**config.mk**
```make
export PLATFORM = sky130hd
export DESIGN_NAME = grbf_ctrl
export DESIGN_NICKNAME = d
export VERILOG_FILES = /design/src/design/grbf_pkg.sv /design/src/design/grbf_ctrl.sv
export SDC_FILE = /design/constraint.sdc
export NUM_CORES = 1
export LEC_CHECK = 0
export ABC_AREA = 1
export BUFFER_PORTS_ARGS = -buffer_cell sky130_fd_sc_hd__buf_2
export CAP_MARGIN = 10
export CORE_AREA = 3 3 40 42
export DETAILED_ROUTE_END_ITERATION = 7
export DIE_AREA = 0 0 43 45
export GPL_TIMING_DRIVEN = 0
export PLACE_DENSITY_LB_ADDON = 0.3
export SYNTH_ARGS = -nofsm -noshare
export SYNTH_HDL_FRONTEND = slang
export SYNTH_SLANG_ARGS = --single-unit
```
**constraint.sdc**
```tcl
create_clock -name clk -period 1.4 [get_ports clk]
set_input_delay 0.35 -clock clk [delete_from_list [all_inputs] [get_ports clk]]
set_output_delay 0.35 -clock clk [all_outputs]
set_load 0.01 [all_outputs]
```
**src/design/grbf_pkg.sv**
```systemverilog
package grbf_pkg;

  // Element width; the payload struct below is sized by it.
  localparam int ELEM_WIDTH = 16;
  localparam int SCALE_WIDTH = 24;
  localparam int KV_WIDTH = 16;

  localparam logic [SCALE_WIDTH-1:0] SCALE_RESET = 24'd65536;

  // log2(e) and ln(2) in Q1.30 / Q0.30.
  localparam logic [30:0] LOG2E_Q30 = 31'd1549082005;
  localparam logic [29:0] LN2_Q30 = 30'd744261118;
  localparam logic [30:0] ONE_Q30 = 31'h4000_0000;

  // Exponent argument limit: 16.0 in Q.32.
  localparam logic [36:0] T_LIMIT = 37'h10_0000_0000;

  typedef struct packed {
    logic signed [ELEM_WIDTH-1:0] x_elem;
    logic signed [ELEM_WIDTH-1:0] y_elem;
    logic                         last_elem;
  } in_t;

  typedef struct packed {
    logic [KV_WIDTH-1:0] kernel_value;
    logic                sum_saturated;
  } out_t;

  // Datapath step enables issued by the controller.
  typedef struct packed {
    logic load_in;
    logic square;
    logic accum;
    logic scale;
    logic log2;
    logic frac;
    logic poly;
    logic mant;
    logic norm;
  } cmd_t;

  typedef struct packed {
    logic last;
  } stat_t;

  // Integer square root (floor), evaluated at elaboration only.
  function automatic longint unsigned isqrt64(longint unsigned v);
    longint unsigned res;
    longint unsigned bit_q;
    longint unsigned rem;
    int unsigned i;
    res = 0;
    bit_q = 64'd1 << 62;
    rem = v;
    for (i = 0; i < 32; i++) begin
      if (rem >= res + bit_q) begin
        rem = rem - (res + bit_q);
        res = (res >> 1) + bit_q;
      end else begin
        res = res >> 1;
      end
      bit_q = bit_q >> 2;
    end
    return res;
  endfunction

  // Entry k of the 2^(-k/2^bits) table in Q1.30, built by repeated
  // multiplication with the 2^bits-th root of one half.
  function automatic longint unsigned pow2_entry(int unsigned bits, int unsigned k);
    longint unsigned r;
    longint unsigned e;
    int unsigned i;
    r = 64'h2000_0000;
    for (i = 0; i < bits; i++) begin
      r = isqrt64(r << 30);
    end
    e = 64'h4000_0000;
    for (i = 0; i < k; i++) begin
      e = (e * r + (64'd1 << 29)) >> 30;
    end
    return e;
  endfunction

endpackage

```
**src/design/grbf_ctrl.sv**
```systemverilog
module grbf_ctrl (
  input  logic               clk,
  input  logic               rst,
  input  logic               in_valid,
  output logic               in_ready,
  output logic               out_valid,
  input  logic               out_ready,
  input  grbf_pkg::stat_t    stat,
  output grbf_pkg::cmd_t     cmd
);

  localparam logic [3:0] S_IDLE  = 4'd0;
  localparam logic [3:0] S_SQ    = 4'd1;
  localparam logic [3:0] S_ACC   = 4'd2;
  localparam logic [3:0] S_SCALE = 4'd3;
  localparam logic [3:0] S_LOG   = 4'd4;
  localparam logic [3:0] S_FRAC  = 4'd5;
  localparam logic [3:0] S_POLY  = 4'd6;
  localparam logic [3:0] S_MANT  = 4'd7;
  localparam logic [3:0] S_NORM  = 4'd8;

  logic [3:0] state;
  logic [3:0] state_next;

  assign in_ready = (state == S_IDLE);

  always_comb begin
    state_next = state;
    cmd = '0;
    unique case (state)
      S_IDLE: begin
        if (in_valid) begin
          cmd.load_in = 1'b1;
          state_next = S_SQ;
        end
      end
      S_SQ: begin
        cmd.square = 1'b1;
        state_next = S_ACC;
      end
      S_ACC: begin
        cmd.accum = 1'b1;
        state_next = stat.last ? S_SCALE : S_IDLE;
      end
      S_SCALE: begin
        cmd.scale = 1'b1;
        state_next = S_LOG;
      end
      S_LOG: begin
        cmd.log2 = 1'b1;
        state_next = S_FRAC;
      end
      S_FRAC: begin
        cmd.frac = 1'b1;
        state_next = S_POLY;
      end
      S_POLY: begin
        cmd.poly = 1'b1;
        state_next = S_MANT;
      end
      S_MANT: begin
        cmd.mant = 1'b1;
        state_next = S_NORM;
      end
      S_NORM: begin
        // The result register frees up in the same cycle it is taken.
        if (!out_valid || out_ready) begin
          cmd.norm = 1'b1;
          state_next = S_IDLE;
        end
      end
      default: begin
        state_next = S_IDLE;
      end
    endcase
  end

  always_ff @(posedge clk) begin
    if (rst) begin
      state <= S_IDLE;
      out_valid <= 1'b0;
    end else begin
      state <= state_next;
      if (cmd.norm) begin
        out_valid <= 1'b1;
      end else if (out_ready) begin
        out_valid <= 1'b0;
      end
    end
  end

endmodule

```
=== Word level (Yosys, flattened, before mapping) ===
Cells that the tools add are included.

* Word-level logic and storage cells: 34
* Input port bits: 5
* Register bits: 5
* Output and inout port bits: 11

* Equal/unequal tests: 10
* Reductions and logical operators: 5
* Muxes and demuxes: 17

{| class="wikitable"
|+ Operator list
! operator !! count
|-
| 4-bit one-hot mux with 9 select lines || 1
|-
| 4-bit by 3-bit == test with 1-bit output (second input constant) || 4
|-
| 1-bit 2-to-1 mux || 13
|-
| 4-bit by 2-bit == test with 1-bit output (second input constant) || 2
|-
| 4-bit 2-to-1 mux || 2
|-
| 4-bit by 1-bit == test with 1-bit output (second input constant) || 1
|-
| 4-bit == test (second input constant) || 1
|-
| 4-bit logical NOT || 1
|-
| 2-bit != test (second input constant) || 2
|-
| 2-bit 2-to-1 mux || 1
|-
| 2-bit AND reduction || 1
|-
| 2-bit nonzero test || 1
|-
| 1-bit logical NOT || 1
|-
| 1-bit logical OR || 1
|}

=== Logic depth before layout (Yosys ltp) ===
* Word-level depth: 5
* Depth in mapped cells: 7
* Depth with buffers taken out: 7

=== Worst setup path after synthesis ===
OpenSTA, ideal clock, no wires.

* Path kind: register to output
* Start: register state[1]
* End: output port cmd[6] in the netlist's numbering
* Stages on the path, launching flop included: 3
* Slack: 148 ps
* Data arrival time: 902 ps
* Data required time: 1050 ps
* Buffers on the path: 0
* Cell sequence: dfxtp_1 > inv_2 > nor4_1

{| class="wikitable"
|+ RTL lines
! element !! RTL line !! RTL
|-
| start: declaration || grbf_ctrl.sv:22 || <nowiki>logic [3:0] state;</nowiki>
|-
| start signal: assignment || grbf_ctrl.sv:83 || <nowiki>state <= state_next;</nowiki>
|-
| end: declaration || grbf_ctrl.sv:9 || <nowiki>output grbf_pkg::cmd_t cmd</nowiki>
|}

==> flow_summary.toml <==
[status]
outcome = "complete, but fails checks"
failed_checks = "setup timing"

[floorplan]
std_cell_rows = 13
ioPinCount = 16
die_height_microns = 45
initial_core_utilization_pct = 27.9
die_w_microns = 43
core_area_sq_um = 1280
die_area_sq_um = 1940

[logic_synthesis]
yosysTopAreaCellShare_pct = 27.9
syn-num-nets = 59
syn_avg_cell_area_sq_um = 6.65
synth_ff_type = "sky130_fd_sc_hd__dfxtp_1"
async_flop_share_pct = 0
synth.top_cells.by_area = "sky130_fd_sc_hd__dfxtp_1 (28%), sky130_fd_sc_hd__nor2_4 (13%), sky130_fd_sc_hd__inv_1 (11%), sky130_fd_sc_hd__nor2_2 (10%), sky130_fd_sc_hd__nand2_1 (9.4%)"
synth.yosys.warnings = 0
synth.top_cells.by_count = "sky130_fd_sc_hd__inv_1 (11), sky130_fd_sc_hd__nand2_1 (9), sky130_fd_sc_hd__nor2_2 (6), sky130_fd_sc_hd__dfxtp_1 (5)"
synthDominantAreaCellType = "sky130_fd_sc_hd__dfxtp_1"
post-synth-top-count-cell = "sky130_fd_sc_hd__inv_1"
yosysSeqAreaShare_pct = 27.9
netlist-cell-type-count = 15
synth_area_sq_um = 359
synthesis.instances = 54
number_of_enable_type_register_cells_in_the_synthesized_netlist = 0
postSynthRegisterBits = 5

[global_routing]
grt_usage_pct = 10.1
grt_pass1_wl_microns = 1430
grt_pass1_vias = 368
use_met3_pct = 3.19
globalRouteMet2Util_pct = 16.8
grt_max_degree = 9
final_global_route_overflow_total = 0
met1_usage_pct = 10.1
most_utilized_layer_in_the_global_route_result = "met2"
grt_antenna_before_repair = 0

[worst_setup_path]
critical_path.reg2reg.endpoint = "state[0]"
regToRegSetupSlack_ps = 240
reg2regPathDepth = 7
cp.arrival_ps = 1150
r2r_path_start = "state[3]"
worstPathMaxFanout = 4
critical_path.startpoint = "state[2]"
worstSetupEndpoint = "cmd[3]"
critical_path_required_ps = 1050
critical_path_launch_point_type = "flop"
crit_path_end_kind = "output pin"
crit_path_category = "flop to output pin"

[power]
clock_power_share_pct = 25.7
proportion_of_power_drawn_by_combinational_gates_pct = 43.9
power.net_switching_mw = 0.246
power_density_nw_per_um2 = 1050
p_sw_share_pct = 37.4
seq_power_share_pct = 30.4
p_leak_nw = 0.325
vdd_drop_max_v = 0.000456
internal_power_mw = 0.411

[layout]
antenna-diode-count = 0
multi_input_comb_area_sq_um = 244
fin_area_sq_um = 628
syn2layout_area_growth_pct = 74.9
design.final.nets = 88
fill_cells = 128
seq_area_sq_um = 115
drive_gt1_share_pct = 72.0

[worst_hold_path]
timing.hold.worst.class = "input port to flop"

[timing]
clock_skew_ps = 4.10
finalWorstSetupSlack_ps = -99.4
timing.final.setup_violations = 9
rsz0062_at_grt = "yes"
final_max_slew_viol_count = 0
finalHoldWorstSlack_ps = 330
tightestPinTransition_ps = 180
max-slew-margin-rel_pct = 88.0
timing.fmax_ghz = 0.667
layout_min_cycle_time_ps = 1500
min_period_over_period_pct = 107
report.final.hold_viol_count = 0

[clock_tree]
clkLatencyLatePin_ps = 240
clockBufferDepth = 2
cts_num_sinks = 5
cts_inserted_buffers = 3
ctsRootBufferMaster = "sky130_fd_sc_hd__clkbuf_4"
h-tree-depth = 1
tritoncts = "yes"
clock_pin_transition_on_the_worst_setup_and_hold_timing_paths_ps = 50

[place]
place.port_buffers = 15
place.detailed.hpwl_microns = 648
placement.cell_area_sq_um = 453
gp_congestion = 0.683

[route]
remaining_drcs = 0
detail_route.first_pass.iterations = 4
drtAntennaViolNets = 0
vias_per_cell = 4.24
drt_iter0_markers = 4
routed-via-count = 411
drt-wirelength-per-cell_microns = 9.05
detail_route.wirelength_microns = 878

[run]
max_cap_viol_count = 0
## cells in the final DEF (no fill, tap or decap)
cell	count
sky130_fd_sc_hd__nand3_2	2
sky130_fd_sc_hd__buf_4	10
sky130_fd_sc_hd__nor2_1	2
sky130_fd_sc_hd__inv_4	1
sky130_fd_sc_hd__dfxtp_4	4
sky130_fd_sc_hd__nor3_1	1
sky130_fd_sc_hd__buf_6	3
sky130_fd_sc_hd__inv_2	6
sky130_fd_sc_hd__clkbuf_1	1
sky130_fd_sc_hd__nor2_2	5
sky130_fd_sc_hd__a21oi_1	2
sky130_fd_sc_hd__buf_2	12
sky130_fd_sc_hd__nand3_1	3
sky130_fd_sc_hd__nor3_2	2
sky130_fd_sc_hd__nand2_2	5
sky130_fd_sc_hd__nand2_1	5
sky130_fd_sc_hd__nor4_4	1
sky130_fd_sc_hd__nor2_4	5
sky130_fd_sc_hd__o21bai_1	1
sky130_fd_sc_hd__dfxtp_1	1
sky130_fd_sc_hd__clkbuf_4	3
sky130_fd_sc_hd__inv_1	7
## metal layers
metal	wire length (microns)	vias to the layer above	part of all wire, %
li1	-	220	-
met1	356	179	41
met2	456	10	52
met3	49	2	5.6
met4	15	0	1.7
met5	0	-	0
## final cells by class
type	instances	area share, %
Sequential cell	5	18.3
Inverter	14	8.76
Tap cell	15	2.99
Timing Repair Buffer	25	26.9
Clock buffer	4	4.18
Multi-Input combinational cell	34	38.8
## state kept, by name (all words and copies together), names as in the netlist
| register | cells |
|---|---|
| out_valid | 1 |
| state | 4 |
## power groups by stage
| stage | clock (mW) | combinational [mW] | sequential [mW] |
|---|---|---|---|
| 2_1_floorplan | 0 | 0.153 | 0.173 |
| 3_3_place_gp | 0 | 0.214 | 0.175 |
| 3_5_place_dp | 0 | 0.216 | 0.175 |
| 4_1_cts | 0.173 | 0.240 | 0.195 |
| 5_1_grt | 0.187 | 0.322 | 0.203 |
| 6_report | 0.169 | 0.288 | 0.200 |
## kinds of logic (layout without fill, tap and decap cells)
logic type      after synthesis  count (layout)  synth area share, %
simple gates                 31              31                 50.5
compound gates                3               3                 4.88
buf+inv                      15              43                 16.7
flops                         5               5                 27.9
## through the flow
step	worst slack [ps]	util [%]	total power, mW	cells	setup TNS (ps)
4_1_cts	-70.2	43.3	0.608	93	-257
5_1_grt	-156	48.9	0.713	97	-1110
3_5_place_dp	105	35.2	0.392	84	0
3_3_place_gp	109	35.2	0.390	84	0
6_report	-99.4	48.9	0.656	97	-413
2_1_floorplan	148	-	0.326	54	0
## worst max-delay path, stage by stage, from the launching register on
cell and delay, ps:
sky130_fd_sc_hd__dfxtp_4 380, sky130_fd_sc_hd__inv_4 40, sky130_fd_sc_hd__nor2_4 130, sky130_fd_sc_hd__inv_2 70, sky130_fd_sc_hd__nor3_1 120, sky130_fd_sc_hd__buf_2 160
## what timing repair did
item / in CTS / in global routing
gates resized for setup: 14 / 12
pin swaps: 5 / 6
setup endpoints to repair: 10 / 10
cloned: 0 / 0
setup buffers: 6 / 4
hold buffers: 0 / 0
## worst min-delay path by stage
stage | startpoint | end | slack [ps] | cells past startpoint
2_1_floorplan | rst | out_valid | 420 | 1
4_1_cts | rst | state[0] | 320 | 2
3_5_place_dp | rst | state[0] | 590 | 2
5_1_grt | rst | state[0] | 330 | 2
6_report | rst | state[3] | 330 | 2
3_3_place_gp | rst | out_valid | 590 | 2
(Power assumes the default switching activity.)
